**src/rtl/srrs_pkg.sv**
```systemverilog
`timescale 1ns / 1ps
`default_nettype none
// ----------------------------------------------------------------------------
// srrs_pkg: shared types for the staged row range set
// Command codes from the controller to the datapath and the status bundle
// the datapath returns.
// ----------------------------------------------------------------------------
package srrs_pkg;

  // Widths of the request and result fields on the ports.
  localparam int unsigned RowPortW = 48;
  localparam int unsigned CntPortW = 7;

  typedef enum logic [3:0] {
    CMD_IDLE     = 4'd0,
    CMD_LOAD     = 4'd1,
    CMD_STAGE    = 4'd2,
    CMD_CLOSE    = 4'd3,
    CMD_SRCH_RD  = 4'd4,
    CMD_SRCH_CMP = 4'd5,
    CMD_ENT_RD   = 4'd6,
    CMD_ENT_CHK  = 4'd7,
    CMD_RM_RD    = 4'd8,
    CMD_RM_WR    = 4'd9,
    CMD_RM_FIN   = 4'd10,
    CMD_SP_RD    = 4'd11,
    CMD_SP_WR    = 4'd12,
    CMD_SP_FIN   = 4'd13,
    CMD_OUT_LOAD = 4'd14
  } srrs_cmd_e;

  typedef struct packed {
    logic is_last;     // captured request closes its batch
    logic srch_done;   // binary search interval is empty
    logic lo_zero;     // search ended below the first range
    logic ent_remove;  // head hit empties the range
    logic ent_split;   // middle hit with room for the split
    logic rm_done;     // removal shift has reached the table end
    logic sp_done;     // split shift has opened the gap
  } srrs_stat_t;

endpackage
`default_nettype wire

```
**src/rtl/srrs_ctrl.sv**
```systemverilog
`timescale 1ns / 1ps
`default_nettype none
// ----------------------------------------------------------------------------
// srrs_ctrl: sequencer of the staged row range set
// Steps the datapath through staging, binary search and table shifts, and
// owns the request and result handshakes.
// ----------------------------------------------------------------------------
module srrs_ctrl (
  input  wire                    clk_i,
  input  wire                    rst_ni,
  input  wire                    in_valid_i,
  output logic                   in_ready_o,
  input  wire                    mode_i,
  output logic                   out_valid_o,
  input  wire                    out_ready_i,
  input  srrs_pkg::srrs_stat_t   stat_i,
  output srrs_pkg::srrs_cmd_e    cmd_o
);
  import srrs_pkg::*;

  typedef enum logic [10:0] {
    S_IDLE  = 11'b000_0000_0001,
    S_STAGE = 11'b000_0000_0010,
    S_CLOSE = 11'b000_0000_0100,
    S_SRCH  = 11'b000_0000_1000,
    S_CMP   = 11'b000_0001_0000,
    S_CHK   = 11'b000_0010_0000,
    S_RM    = 11'b000_0100_0000,
    S_RMW   = 11'b000_1000_0000,
    S_SP    = 11'b001_0000_0000,
    S_SPW   = 11'b010_0000_0000,
    S_DONE  = 11'b100_0000_0000
  } state_e;

  state_e state_q, state_d;
  logic   out_valid_q, out_valid_d;
  logic   load_out;

  always_comb begin
    state_d    = state_q;
    cmd_o      = CMD_IDLE;
    in_ready_o = 1'b0;
    load_out   = 1'b0;
    unique case (state_q)
      S_IDLE: begin
        in_ready_o = 1'b1;
        if (in_valid_i) begin
          cmd_o   = CMD_LOAD;
          state_d = mode_i ? S_SRCH : S_STAGE;
        end
      end
      S_STAGE: begin
        cmd_o   = CMD_STAGE;
        state_d = stat_i.is_last ? S_CLOSE : S_DONE;
      end
      S_CLOSE: begin
        cmd_o   = CMD_CLOSE;
        state_d = S_DONE;
      end
      S_SRCH: begin
        if (!stat_i.srch_done) begin
          cmd_o   = CMD_SRCH_RD;
          state_d = S_CMP;
        end else if (stat_i.lo_zero) begin
          state_d = S_DONE;
        end else begin
          cmd_o   = CMD_ENT_RD;
          state_d = S_CHK;
        end
      end
      S_CMP: begin
        cmd_o   = CMD_SRCH_CMP;
        state_d = S_SRCH;
      end
      S_CHK: begin
        cmd_o = CMD_ENT_CHK;
        if (stat_i.ent_remove) begin
          state_d = S_RM;
        end else if (stat_i.ent_split) begin
          state_d = S_SP;
        end else begin
          state_d = S_DONE;
        end
      end
      S_RM: begin
        if (stat_i.rm_done) begin
          cmd_o   = CMD_RM_FIN;
          state_d = S_DONE;
        end else begin
          cmd_o   = CMD_RM_RD;
          state_d = S_RMW;
        end
      end
      S_RMW: begin
        cmd_o   = CMD_RM_WR;
        state_d = S_RM;
      end
      S_SP: begin
        if (stat_i.sp_done) begin
          cmd_o   = CMD_SP_FIN;
          state_d = S_DONE;
        end else begin
          cmd_o   = CMD_SP_RD;
          state_d = S_SPW;
        end
      end
      S_SPW: begin
        cmd_o   = CMD_SP_WR;
        state_d = S_SP;
      end
      S_DONE: begin
        if (!out_valid_q || out_ready_i) begin
          cmd_o    = CMD_OUT_LOAD;
          load_out = 1'b1;
          state_d  = S_IDLE;
        end
      end
      default: begin
        state_d = S_IDLE;
      end
    endcase
  end

  always_comb begin
    if (load_out) begin
      out_valid_d = 1'b1;
    end else if (out_ready_i) begin
      out_valid_d = 1'b0;
    end else begin
      out_valid_d = out_valid_q;
    end
  end

  always_ff @(posedge clk_i or negedge rst_ni) begin
    if (!rst_ni) begin
      state_q     <= S_IDLE;
      out_valid_q <= 1'b0;
    end else begin
      state_q     <= state_d;
      out_valid_q <= out_valid_d;
    end
  end

  assign out_valid_o = out_valid_q;

endmodule
`default_nettype wire

```
**config.mk**
```make
export PLATFORM = sky130hd
export DESIGN_NAME = srrs_ctrl
export DESIGN_NICKNAME = d
export VERILOG_FILES = /design/src/rtl/srrs_pkg.sv /design/src/rtl/srrs_ctrl.sv
export SDC_FILE = /design/constraint.sdc
export NUM_CORES = 1
export LEC_CHECK = 0
export ABC_CLOCK_PERIOD_IN_PS = 3900
export BUFFER_PORTS_ARGS = -buffer_cell sky130_fd_sc_hd__buf_2
export CORE_MARGIN = 3
export CORE_UTILIZATION = 57
export DETAILED_ROUTE_END_ITERATION = 7
export MAX_ROUTING_LAYER = met4
export PLACE_DENSITY = 0.82
export SYNTH_ARGS = -nofsm -noshare
export SYNTH_HDL_FRONTEND = slang
export SYNTH_SLANG_ARGS = --single-unit
export TNS_END_PERCENT = 30
```
**constraint.sdc**
```tcl
create_clock -name clk_i -period 3.9 [get_ports clk_i]
set_clock_uncertainty 0.2 [all_clocks]
set_input_delay 0.78 -clock clk_i [delete_from_list [all_inputs] [get_ports clk_i]]
set_output_delay 0.78 -clock clk_i [all_outputs]
set_load 0.03 [all_outputs]
```
==> summary.md <==
| Metric | Value |
|---|---|
| Post-synth top area cell | dfrtp_1 |
| Layout area overhead | 9.345% |
| WL final | 2.176 mm |
| CTS H-tree lvls | 1 |
| Final Cycle Share | 85.56% |
| Worst-Margin Slew | 0.6485 ns |
| Ant. Diodes | 0 |
| Max Fclk | 0.2997 GHz |
| Total CTS buffers | 3 |
| Post-synthesis sequential area ratio | 33.61% |
| Final hold vios | 0 |
| Antenna violations before repair | 0 |
| Synth top area share | 30.68% |
| CP max stage delay | 0.52 ns |
| Leakage power | 0.4461 nW |
| Adder-Cell Fraction of Synth Area | 0% |
| Die footprint | 2086 sq um |
| Global-route wire length before repair | 3.746 mm |
| Wirelength per Cell | 16.12 um |
| Setup TNS | 0 ns |
| Layout cells sized above 1 | 20.83% |
| Yosys warning count | 0 |
| Slew Limit Fails | 0 |
| Post-DR vias/cell | 6.830 |
| Total core area | 1383 sq um |
| Startpoint Class | flip-flop |
| Detail Placement HPWL | 1.613 mm |
| Crit path time final | 3.337 ns |
| Max cap viols | 0 |
| Asr flop ratio synth | 100.0% |
| Main flop type after synthesis | dfrtp_1 |
| Crit-path slowest cell | dfrtp_1 |
| Combined flip-flop and latch cell area | 301.5 sq um |
| Post-Syn Nets | 119 |
| Root buffer cell | clkbuf_4 |
| Gpl congestion | 0.9420 |
| Post-synthesis compound-gate area fraction | 19.39% |
| Main combinational cell family by area after synthesis | simple AND/OR/NAND/NOR gates |
| Top post-synthesis cells by area | dfrtp_1 (31%), nor2_1 (5.0%), nand2_1 (4.2%) |
| Fillers | 103 |
| Largest net degree at the start of global routing | 13 |
| Mux contribution to synthesized area | 1.116% |
| RSZ-0062 raised after global routing | false |
| Gr ovfl total | 0 |
| Synth unique cells | 45 |
| Syn Area/Cell | 8.384 sq um |
| Gr usage total | 25.65% |
| Clk sinks | 12 |
| Setup violations, final | 0 |
| Critical Path RT | 2.92 ns |
| Ports | 18 |
| Initial DRC Count | 71 |
| Die Y | 45.67 um |
| HP Class | input pin to asynchronous set/reset pin |
| CTS tree | yes |
| Vias in the first global route | 830 |
| XOR/XNOR share of the synthesized area | 3.905% |
| Worst-path clk slew | 0.08 ns |
| Vias | 922 |
| Setup Buffers After CTS | 0 |
| Die Width | 45.67 um |
| Total Nets Final | 133 |
| Synth Area in Simple Gates | 34.73% |
| Final Util | 70.95% |
| Clk_lat worst skew | 0.27 ns |
| Multi-input logic area | 530.5 sq um |
| Final antenna-violating net count | 0 |
| Worst setup EP type | output port |
| Hold_ws | 0.1736 ns |
| Initial Utilization | 64.89% |
| Final instance area | 980.9 sq um |
| Core Rows | 13 |
| Synth Instances | 107 |
| Post-CTS Hold Buffers | 0 |
| Port Buf Inserts | 17 |
| Seq cells post-synth | 12 |
| Post-Place Cell Area | 954.7 sq um |
| Detailed Routing Iterations Pass 1 | 4 |
| CP Cell Sequence | or3_1, nor4_1, nor4b_1, a21oi_1, o31ai_1, buf_2 |
| Pwr Density | 606.9 nW/um^2 |
| Crit path DAT | 2.36 ns |
| DR DRC count | 0 |
| CTS max path bufs | 2 |
| Cts repair resizes | 0 |
| EDFF count, synth | 0 |
| WS Path Type | flip-flop to output port |
| Status | complete, no violations |
| CP Max Fanout | 12 |
| Slew HR | 56.15% |
| Cell area after synthesis | 897.1 sq um |
| VDD IR max | 630.3 uV |
==> stage by stage <==
| stage | total power, W | worst slack (ns) | cells |
|---|---|---|---|
| global placement | 0.0005038 | 0.9634 | 131 |
| CTS | 0.0005907 | 0.5946 | 135 |
| floorplan | 0.0004300 | 0.9412 | 107 |
| detailed placement | 0.0005070 | 0.9089 | 131 |
| global route | 0.0006379 | 0.4451 | 135 |
| finish | 0.0005953 | 0.5633 | 135 |
==> worst paths after layout <==
| check | from | cells past startpoint | end | slack (ns) |
|---|---|---|---|---|
| max | state_q[8] | 6 | cmd_o[0] | 0.56 |
| min | rst_ni | 1 | state_q[1] | 0.17 |
| max reg2reg | state_q[2] | 5 | state_q[8] | 1.54 |
| min reg2reg | state_q[6] | 1 | state_q[6] | 0.45 |
| max in group asynchronous | rst_ni | 1 | state_q[0] | 3.05 |
| min in group clk_i | state_q[6] | 1 | state_q[6] | 0.45 |
==> routing by layer <==
layer / vias to the layer above / share of wire [%] / GRT usage [%]
met5: - / 0 / -
met4: 0 / 2.0 / 9.942
met3: 10 / 9.2 / 3.162
met2: 69 / 46 / 35.93
li1: 428 / - / -
met1: 415 / 43 / 37.07
==> registers in the layout, indices dropped and copies added (netlist names) <==
signal	cells
state_q	11
out_valid_o	1
==> cells in the final DEF, fill, tap and decap left out, types with 2 or more instances in the layout <==
master,count
nor2_1,12
clkbuf_4,3
o32ai_1,2
a21oi_1,4
nor3_1,3
inv_1,5
xor2_1,3
nor2b_1,2
nor4b_1,3
o21ai_0,6
nand2_1,10
dfrtp_1,11
or3_1,2
nand3_1,3
nor4_1,5
buf_2,17
==> critical path: cells and delay by family, from the launching register on <==
family	cells	cell delay, ns
simple gates	3	1.16
compound gates	2	0.17
flops	1	0.52
buf+inv	1	0.24
==> Yosys cell counts (2+ instances only) <==
cell type  instances
nand2_1           10
nor3_1             3
a21oi_1            4
nor2b_1            2
xor2_1             3
o21ai_0            6
nor4b_1            3
nor2_1            12
nand3_1            3
clkbuf_1           5
buf_6              2
o32ai_1            2
nor4_1             5
or3_1              2
inv_1              5
dfrtp_1           11
==> report_power, final <==
part	internal [W]	leakage (nW)	switching, W	total [W]
Combinational	0.000120	0.268	0.000205	0.000325
Clock	0.0000395	0.0150	0.0000414	0.0000810
Sequential	0.000148	0.163	0.0000408	0.000189
Total	0.000308	0.446	0.000287	0.000595
==> kinds of logic (layout without fill, tap and decap cells) <==
kind of cell	after synthesis	in the layout
AND/OR/NAND/NOR	52	52
AO/OA/AOI/OAI	25	25
buffers and inverters	13	26
flip-flops	12	12
XOR/XNOR	4	4
multiplexers	1	1
==> final cells by class <==
| type | count | share of cell area [%] |
|---|---|---|
| multi-input cells | 82 | 54.08 |
| well taps | 15 | 1.913 |
| flip-flops and latches | 12 | 30.74 |
| repair buffers | 17 | 8.673 |
| inverters | 5 | 1.913 |
| clock buffers | 4 | 2.679 |
Note: power is estimated with default switching activity, not from simulation.
